$ cat src/design/sups_pkg.sv
package sups_pkg;

	// Result status codes
	typedef enum logic [2:0] {
		ST_ADDED  = 3'd0,
		ST_DUP    = 3'd1,
		ST_POPPED = 3'd2,
		ST_EMPTY  = 3'd3,
		ST_FULL   = 3'd4
	} status_t;

	localparam int unsigned DATA_W = 32;

	// Command broadcast to every cell of the chain
	typedef struct packed {
		logic              ins;
		logic              pop;
		logic [DATA_W-1:0] value;
	} cell_cmd_t;

endpackage

$ cat src/design/sups_cell.sv
module sups_cell (
	input  logic                        clk,
	input  sups_pkg::cell_cmd_t         cmd,
	input  logic                        valid,
	input  logic                        below_gt,
	input  logic [sups_pkg::DATA_W-1:0] below_entry,
	input  logic [sups_pkg::DATA_W-1:0] above_entry,
	output logic [sups_pkg::DATA_W-1:0] entry,
	output logic                        gt,
	output logic                        eq
);
	import sups_pkg::*;

	logic [DATA_W-1:0] entry_q;

	// Compare the held entry against the broadcast value
	assign gt    = valid && (entry_q > cmd.value);
	assign eq    = valid && (entry_q == cmd.value);
	assign entry = entry_q;

	// Larger entries stay, the boundary cell takes the value, smaller ones move up
	always_ff @(posedge clk) begin
		if (cmd.ins && !gt) begin
			entry_q <= below_gt ? cmd.value : below_entry;
		end else if (cmd.pop) begin
			entry_q <= above_entry;
		end
	end

endmodule

$ cat config.mk
export PLATFORM = sky130hd
export DESIGN_NAME = sups_cell
export DESIGN_NICKNAME = d
export VERILOG_FILES = /design/src/design/sups_pkg.sv /design/src/design/sups_cell.sv
export SDC_FILE = /design/constraint.sdc
export NUM_CORES = 1
export LEC_CHECK = 0
export ABC_AREA = 1
export BUFFER_PORTS_ARGS = -buffer_cell sky130_fd_sc_hd__buf_2
export CORE_MARGIN = 2
export CORE_UTILIZATION = 46
export CTS_CLUSTER_DIAMETER = 30
export CTS_CLUSTER_SIZE = 40
export DETAILED_ROUTE_END_ITERATION = 10
export GPL_TIMING_DRIVEN = 0
export PLACE_DENSITY = 0.91
export SKIP_LAST_GASP = 1
export SLEW_MARGIN = 20
export SYNTH_ARGS = -nofsm -noshare
export SYNTH_HDL_FRONTEND = slang
export SYNTH_SLANG_ARGS = --single-unit
$ cat constraint.sdc
create_clock -name clk -period 3.1 [get_ports clk]
set_input_delay 0 -clock clk [delete_from_list [all_inputs] [get_ports clk]]
set_output_delay 0 -clock clk [all_outputs]
set_load 0.005 [all_outputs]
==> impl_metrics.tcl, run 1 <==
set metrics [dict create \
    routabilityCongestion 0.849 \
    post_drt_wl_per_cell_um 13.9 \
    portBuffers 132 \
    synth_area_um2 2650 \
    path_clk_slew_ns 0.07 \
    power_density_nw_per_um2 379 \
    dr.pass1.iters 5 \
    crit_chain "ha_1 > a21oi_1 > nand2_1 > nand2_1 > nand3_1 > a21oi_1 > nand2_2 > nand2_4 > nand2_4 > buf_6 > nand2_2" \
    cts_sinks 32 \
    synth_edf_count 32 \
    skew_ns 0.00667 \
    dp_slack_ns 0.386 \
    crit_type "flip-flop to flip-flop" \
    num_vias 3043 \
    nFillCells 471 \
    crit_path_max_incr_delay_ns 0.57 \
    finalHoldViolations 0 \
    p_leak_nw 2.10 \
    hp-class "input port to flip-flop" \
    max_slew_margin 0.480 \
    grt_max_degree 33 \
    coreArea_um2 5540 \
    design_area_um2 3790 \
    antenna_left 0 \
    start_util 0.478 \
    yosysMostFrequentCell "nand2_1" \
    synth-seq-cells 32 \
    async_reset_ff_frac 0 \
    grt_pass1_wl_mm 12.9 \
    die_w_um 79.9 \
    grt_usage 0.259 \
    report.final.slew_viol_count 0 \
    ioPinCount 135 \
    clock_latency_ns 0.29 \
    critPathBufInv 1 \
    viasPerCell 5.05 \
    startpoint_type "flip-flop" \
    required_ns 3.01 \
    die-area_um2 6380 \
    rsz0062_at_grt "false" \
    numCtsBuffers 5 \
    min_period_ns 2.67 \
    layout.nets 662 \
    ys_warn_count 0 \
    hold_ws_ns 0.0121 \
    synth_cell_type_count 20 \
    drive_gt1_frac 0.287 \
    cts_setup_buffers 0 \
    synthCells 359 \
    antenna_cells 0 \
    wirelength_mm 8.34 \
    placed_area_um2 3400 \
    ys.flop_type "edfxtp_1" \
    grt_pass1_vias 2931 \
    fin_setup_tns_ns 0 \
    cp.arrival_ns 2.59 \
    status "finished clean" \
    die_y_um 79.9 \
    clockBufferDepth 2 \
    place_hpwl_mm 5.88 \
    syn-num-nets 492 \
    finalCritPeriodShare 0.863 \
    rows 27 \
    endpoint_kind "flip-flop" \
    drt-initial-drc-count 179 \
    cp_max_fo 32 \
    yosys.area.top_type_share 0.363 \
    path_delay_family "simple AND/OR/NAND/NOR gates" \
    grt_overflow 0 \
    max-cap-violations 0 \
    synth-seq-area-share 0.363 \
    htree_levels 2 \
    synth_top_area_cell "edfxtp_1" \
    yosys-top-cells-area "edfxtp_1 (36%), ha_1 (15%), nand2_1 (14%)" \
    root_buffer "clkbuf_8" \
    worstMarginPinSlew_ns 0.777 \
    fin_util 0.685 \
    layout-area-overhead-vs-synth_pct 43.2 \
    post-route-drc-count 0 \
    irDropWorstVdd_mv 0.283 \
    largest_reg_flops 32 \
    cp_slowest_cell "nand2_2" \
    antenna_found_initial 0 \
    finalSetupViolations 0 \
    synth_common_cells "nand2_1 (102), a21oi_1 (45), inv_1 (43), nor2_1 (41), nand3_1 (34)" \
    timing.fmax_ghz 0.374 \
    setup_ws_ns 0.426 \
    syn_area_per_cell_um2 7.38 \
    cts_tree "done" \
]
through the flow:
step | power, mW | std cells
after floorplan | 0.887 | 359
after global placement | 1.07 | 563
after detailed placement | 1.09 | 563
after CTS | 1.44 | 602
after global routing | 1.54 | 602
final | 1.44 | 602
cell type report:
| class | count | area [µm²] | share of cell area |
|---|---|---|---|
| buffer | 17 | 98.8 | 0.0261 |
| clock buffer | 7 | 76.3 | 0.0201 |
| clock inverter | 1 | 3.75 | 0.000989 |
| inverter | 43 | 161 | 0.0425 |
| multi-input combinational | 267 | 1430 | 0.377 |
| sequential | 32 | 961 | 0.253 |
| tap | 72 | 90.1 | 0.0237 |
| timing repair buffer | 163 | 971 | 0.256 |
final timing paths:
check | startpoint | to | slack (ns) | cells after the start
max | entry[19] | entry[13] | 0.43 | 11
max reg2reg | entry[19] | entry[13] | 0.43 | 11
min reg2reg | entry[23] | entry[0] | 1.15 | 8
min | above_entry[20] | entry[20] | 0.01 | 3
where the power goes:
group          switching (mW)  total (mW)  internal [mW]  leakage (nW)
clock                   0.161       0.317          0.156        0.0399
combinational           0.282       0.527          0.244          1.73
sequential             0.0365       0.594          0.557         0.328
total                   0.480        1.44          0.958          2.10
worst register-to-register path, delay by kind of cell, from the launching register on:
kind | cells | cell delay, ns
AND/OR/NAND/NOR | 7 | 1.08
AO/OA/AOI/OAI | 2 | 0.33
adder cells (fa/ha/maj) | 1 | 0.30
buffers and inverters | 1 | 0.17
flip-flops | 1 | 0.41
metal layers:
metal,vias up,track usage,wire [µm]
met5,-,0,0
met1,1359,0.300,3240
met4,0,0.0814,164
met2,148,0.485,4390
li1,1516,-,-
met3,20,0.0385,545
logic make-up after synthesis:
family | synth area share
fa+ha+maj | 0.151
mux | 0.00425
buf+inv | 0.0982
compound gates | 0.0944
flops | 0.363
simple gates | 0.289
cells in the final DEF (no fill, tap or decap), drive strengths merged, types with 2 or more instances in the layout:
master and instances:
buf 141, nand2 105, a21oi 45, nor2 44
inv 43, nand3 34, ha 32, edfxtp 32
dlygate4sd3 31, clkbuf 15, o21ai 2, nand4 2
repair_timing:
item | CTS | global route
hold endpoints to repair | 31 | 0
hold buffers | 31 | 0
setup endpoints to repair | 0 | 0
gates resized for setup | 0 | 0
(Power assumes the default switching activity.)
==> run 2, diff against run 1 <==
--- a/config.mk
+++ b/config.mk
@@ -5,15 +5,15 @@
 export SDC_FILE = /design/constraint.sdc
 export NUM_CORES = 1
 export LEC_CHECK = 0
-export ABC_AREA = 1
 export BUFFER_PORTS_ARGS = -buffer_cell sky130_fd_sc_hd__buf_2
+export CAP_MARGIN = 20
 export CORE_MARGIN = 2
-export CORE_UTILIZATION = 46
+export CORE_UTILIZATION = 47
 export CTS_CLUSTER_DIAMETER = 30
 export CTS_CLUSTER_SIZE = 40
 export DETAILED_ROUTE_END_ITERATION = 10
 export GPL_TIMING_DRIVEN = 0
-export PLACE_DENSITY = 0.91
+export PLACE_DENSITY = 0.87
 export SKIP_LAST_GASP = 1
 export SLEW_MARGIN = 20
 export SYNTH_ARGS = -nofsm -noshare
==> run 2 against run 1 <==
Net effect:
- clock skew rose by 0.00095 ns
- largest cell class unchanged
- cell area grew 17%
- clock power increased by 28%
==> impl_metrics.tcl, run 2 <==
set metrics [dict create \
    num_vias 3880 \
    yosys-top-cells-area "edfxtp_1 (28%), ha_1 (12%), mux2i_1 (9.2%)" \
    grt.busiest_layer "met2" \
    rows 31 \
    synthCells 409 \
    status "finished clean" \
    timing.fmax_ghz 0.334 \
    p_leak_nw 2.27 \
    cp_max_fo 16 \
    max_slew_margin 0.534 \
    finalCritPeriodShare 0.966 \
    antenna_left 0 \
    syn-num-nets 542 \
    synth_cell_type_count 33 \
    portBuffers 133 \
    p_sw_mw 0.604 \
    post_drt_wl_per_cell_um 16.9 \
    start_util 0.483 \
    grt_max_degree 17 \
    viasPerCell 5.93 \
    min_period_ns 3.00 \
    grt_pass1_wl_mm 17.4 \
    place_hpwl_mm 8.33 \
    dr.pass1.iters 5 \
    drt-initial-drc-count 286 \
    endpoint_kind "flip-flop" \
    grt_usage 0.261 \
    root_buffer "clkbuf_8" \
    startpoint_type "flip-flop" \
    cts_sinks 32 \
    design_area_um2 4440 \
    cp.arrival_ns 3.05 \
    htree_levels 2 \
    power_density_nw_per_um2 389 \
    met3_usage 0.0386 \
    most-common-layout-cells "buf_2 (147), inv_1 (67), nand2_1 (36)" \
    synth_area_um2 3460 \
    drive_gt1_frac 0.303 \
    yosysMostFrequentCell "inv_1" \
    clockBufferDepth 2 \
    grtUsageMet1 0.319 \
    power_frac_seq 0.355 \
    numCtsBuffers 5 \
    required_ns 3.15 \
    irDropWorstVdd_mv 0.207 \
    path_clk_slew_ns 0.07 \
    die_w_um 89.8 \
    p_comb_frac 0.409 \
    hp-class "input port to flip-flop" \
    grt_pass1_vias 3742 \
    placed_area_um2 4260 \
    clockPowerShare 0.235 \
    ys.flop_type "edfxtp_1" \
    report.final.slew_viol_count 0 \
    worstMarginPinSlew_ns 0.700 \
    clock_latency_ns 0.29 \
    max-cap-violations 0 \
    antenna_cells 0 \
    antenna_found_initial 0 \
    grt_overflow 0 \
    synth_top_area_cell "edfxtp_1" \
    skew_ns 0.00762 \
    ioPinCount 135 \
    routabilityCongestion 0.914 \
    crit_type "flip-flop to flip-flop" \
    layout.nets 687 \
    finalHoldViolations 0 \
    layout_commonest_cell "buf_2" \
    rsz0062_at_grt "false" \
    syn_area_per_cell_um2 8.47 \
    grt.met2_usage 0.449 \
    async_reset_ff_frac 0 \
    synth-seq-area-share 0.277 \
    die_y_um 89.8 \
    largest_reg_flops 32 \
    ys_warn_count 0 \
    layout-area-overhead-vs-synth_pct 28.3 \
    p_int_mw 1.13 \
    die-area_um2 8070 \
    synth-seq-cells 32 \
    finalSetupViolations 0 \
    nFillCells 638 \
    p_total_mw 1.73 \
    cts_tree "done" \
    coreArea_um2 7180 \
    synth_edf_count 32 \
    post-route-drc-count 0 \
    swShare 0.349 \
    synth_common_cells "inv_1 (67), nand2_1 (36), a22oi_1 (33), nor2_1 (33)" \
    yosys.area.top_type_share 0.277 \
    wirelength_mm 11.1 \
]
-- run 2: final cells by class --
cell class | instances | area [µm²] | share of cell area
clock inverters | 2 | 35.0 | 0.00788
clock buffers | 6 | 72.6 | 0.0163
multi-input cells | 279 | 2120 | 0.478
inverters | 67 | 251 | 0.0566
repair buffers | 137 | 708 | 0.159
well taps | 99 | 124 | 0.0279
flip-flops and latches | 32 | 961 | 0.216
plain buffers | 32 | 168 | 0.0377
-- run 2: power groups by stage --
stage | registers, mW | clock network [mW] | logic, mW
3_5_place_dp | 0.624 | 0 | 0.673
4_1_cts | 0.614 | 0.406 | 0.696
3_3_place_gp | 0.621 | 0 | 0.643
6_report | 0.615 | 0.407 | 0.708
2_1_floorplan | 0.626 | 0 | 0.404
5_1_grt | 0.622 | 0.426 | 0.779
-- run 2: logic make-up after synthesis --
family                     after synthesis  share of synthesized area
AOI/OAI and AO/OA                      123                      0.277
buffers and inverters                   99                      0.121
and+or+nand+nor                         91                      0.116
muxes                                   32                     0.0925
adders and majority gates               32                      0.116
DFF                                     32                      0.277
-- run 2: worst max-delay path: stages (launching register included) --
cell and delay (ns):
edfxtp_1 0.41, ha_1 0.33, nand4_1 0.27, or3_1 0.44, a21oi_1 0.20, o41ai_1 0.13
buf_2 0.21, buf_2 0.21, a21oi_4 0.27, o21bai_4 0.11, buf_12 0.18
-- run 2: worst paths after layout --
check / start / to / slack, ns / depth (start not counted)
min: above_entry[14] / entry[14] / 0.02 / 3
max reg2reg: entry[14] / entry[5] / 0.10 / 10
max: entry[14] / entry[5] / 0.10 / 10
min reg2reg: entry[31] / entry[31] / 1.15 / 5
-- run 2: timing repair --
| item | in CTS | in global routing |
|---|---|---|
| hold buffers | 0 | 0 |
| endpoints found under the setup margin | 32 | 32 |
| buffers inserted | 4 | 0 |
| gates cloned | 1 | 0 |
| pin swaps | 2 | 0 |
| gates resized for setup | 2 | 1 |
-- run 2: stage by stage --
stage	utilization	instances	hold WS [ns]	setup WS [ns]	setup TNS, ns
2_1_floorplan	-	409	0.0769	0.183	0
4_1_cts	0.618	654	0.0100	0.102	0
6_report	0.619	654	0.0161	0.105	0
5_1_grt	0.619	654	0.0207	0.0431	0
3_3_place_gp	0.594	641	0.304	-0.281	-8.95
3_5_place_dp	0.594	641	0.310	-0.305	-9.73
-- run 2: layer usage --
layer	vias up	wire length, µm
met2	223	5400
met5	-	0
met4	0	481
met3	43	775
met1	1794	4420
li1	1820	-
==> run 3, diff against run 2 <==
--- a/config.mk
+++ b/config.mk
@@ -8,12 +8,12 @@
 export BUFFER_PORTS_ARGS = -buffer_cell sky130_fd_sc_hd__buf_2
 export CAP_MARGIN = 20
 export CORE_MARGIN = 2
-export CORE_UTILIZATION = 47
+export CORE_UTILIZATION = 40
 export CTS_CLUSTER_DIAMETER = 30
 export CTS_CLUSTER_SIZE = 40
 export DETAILED_ROUTE_END_ITERATION = 10
 export GPL_TIMING_DRIVEN = 0
-export PLACE_DENSITY = 0.87
+export PLACE_DENSITY = 0.78
 export SKIP_LAST_GASP = 1
 export SLEW_MARGIN = 20
 export SYNTH_ARGS = -nofsm -noshare
==> run 3 against run 2 <==
Net effect:
- combinational power is 2% higher
- non-clock buffer count is 1 lower
- cell count is 0.76% higher
- largest cell class unchanged
- setup slack better by 0.031 ns
- clock skew is 0.0013 ns lower
- total power is 4.8% lower
- count of clock-buffer cells in the layout is 1 higher
- via count is 1.5% lower
==> impl_metrics.tcl, run 3 (synthesized netlist as in run 2, its figures left out) <==
set metrics [dict create \
    coreArea_um2 8300 \
    p_leak_nw 2.27 \
    finalCritPeriodShare 0.956 \
    viasPerCell 5.80 \
    grt_overflow 0 \
    num_vias 3820 \
    cp.arrival_ns 3.00 \
    post_drt_wl_per_cell_um 17.3 \
    grt_pass1_wl_mm 18.4 \
    p_int_mw 1.05 \
    ioPinCount 135 \
    nFillCells 811 \
    timing.fmax_ghz 0.337 \
    status "finished clean" \
    irDropWorstVdd_mv 0.193 \
    max-cap-violations 0 \
    wirelength_mm 11.4 \
    die_w_um 97.1 \
    worstMarginPinSlew_ns 0.678 \
    p_sw_mw 0.596 \
    rsz0062_at_grt "false" \
    report.final.slew_viol_count 0 \
    clockBufferDepth 2 \
    layout.nets 686 \
    layout-area-overhead-vs-synth_pct 28.5 \
    numCtsBuffers 5 \
    min_period_ns 2.96 \
    grt_usage 0.236 \
    placed_area_um2 4270 \
    routabilityCongestion 0.930 \
    drive_gt1_frac 0.300 \
    place_hpwl_mm 8.62 \
    required_ns 3.14 \
    power_frac_seq 0.375 \
    post-route-drc-count 0 \
    htree_levels 2 \
    cp_max_fo 16 \
    crit_type "flip-flop to flip-flop" \
    most-common-layout-cells "buf_2 (146), inv_1 (67), nand2_1 (36)" \
    hp-class "input port to flip-flop" \
    skew_ns 0.00633 \
    grt_pass1_vias 3891 \
    dr.pass1.iters 5 \
    p_comb_frac 0.437 \
    die-area_um2 9420 \
    largest_reg_flops 32 \
    clock_latency_ns 0.28 \
    hold_buffers 0 \
    cts_tree "done" \
    die_y_um 97.1 \
    clockPowerShare 0.188 \
    finalHoldViolations 0 \
    hp-start "above_entry[16]" \
    startpoint_type "flip-flop" \
    antenna_cells 0 \
    worstSetupStartpoint "entry[14]" \
    cts_sinks 32 \
    layout_commonest_cell "buf_2" \
    setup_ws_ns 0.136 \
    drt-initial-drc-count 219 \
    rows 33 \
    portBuffers 133 \
    max_slew_margin 0.548 \
    start_util 0.417 \
    finalSetupViolations 0 \
    antenna_found_initial 0 \
    antenna_left 0 \
    p_total_mw 1.65 \
    fin_cells 659 \
    swShare 0.362 \
    dp_slack_ns -0.353 \
    place_inst 647 \
    cp_slowest_cell "or3_1" \
    timing.rr.start "entry[14]" \
    root_buffer "clkbuf_8" \
    grt_max_degree 17 \
    endpoint_kind "flip-flop" \
    power_density_nw_per_um2 370 \
    crit_path_max_incr_delay_ns 0.43 \
    crit_chain "ha_1 > nand4_1 > or3_1 > a21oi_1 > o41ai_2 > clkbuf_4 > buf_2 > a21oi_4 > o21bai_4 > buf_12" \
    path_clk_slew_ns 0.07 \
    design_area_um2 4450 \
]
[run 3: per-layer routing]
| metal | vias up | GRT usage | part of all wire |
|---|---|---|---|
| met5 | - | 0 | 0 |
| met4 | 0 | 0.0672 | 0.021 |
| met3 | 21 | 0.0367 | 0.070 |
| met2 | 202 | 0.409 | 0.49 |
| met1 | 1778 | 0.304 | 0.42 |
| li1 | 1819 | - | - |
[run 3: timing repair]
action | in CTS | in global routing
gates resized for setup | 2 | 3
setup endpoints to repair | 32 | 33
gates cloned | 1 | 0
buffers inserted | 3 | 0
pin swaps | 2 | 2
[run 3: worst paths after layout]
check	slack [ns]	depth (start not counted)	to
max	0.14	10	entry[5]
min	0.02	3	entry[16]
max reg2reg	0.14	10	entry[5]
min reg2reg	1.19	5	entry[31]
[run 3: worst max-delay path, delay by kind of cell (launching register included)]
family	cells	cell delay [ns]
buffers and inverters	3	0.59
AO/OA/AOI/OAI	4	0.72
adder cells (fa/ha/maj)	1	0.33
AND/OR/NAND/NOR	2	0.65
flip-flops	1	0.42
[run 3: stage by stage]
step | TNS [ns] | utilization | hold WS [ns]
6_report | 0 | 0.536 | 0.0247
3_3_place_gp | -9.38 | 0.515 | 0.307
3_5_place_dp | -11.25 | 0.515 | 0.312
4_1_cts | 0 | 0.534 | 0.0159
2_1_floorplan | 0 | - | 0.0769
5_1_grt | 0 | 0.536 | 0.0262
[run 3: area by class of cell]
type,count,area (µm²),area share
Tap cell,105,131,0.0295
Clock inverter,1,3.75,0.000843
Multi-Input combinational cell,279,2130,0.479
Sequential cell,32,961,0.216
Clock buffer,7,76.3,0.0171
Buffer,32,170,0.0382
Timing Repair Buffer,136,726,0.163
Inverter,67,251,0.0565
[run 3: power groups by stage]
stage	Sequential [mW]	Combinational (mW)	Clock, mW
2_1_floorplan	0.626	0.404	0
3_3_place_gp	0.622	0.650	0
3_5_place_dp	0.627	0.681	0
4_1_cts	0.617	0.709	0.315
5_1_grt	0.626	0.800	0.334
6_report	0.616	0.720	0.310
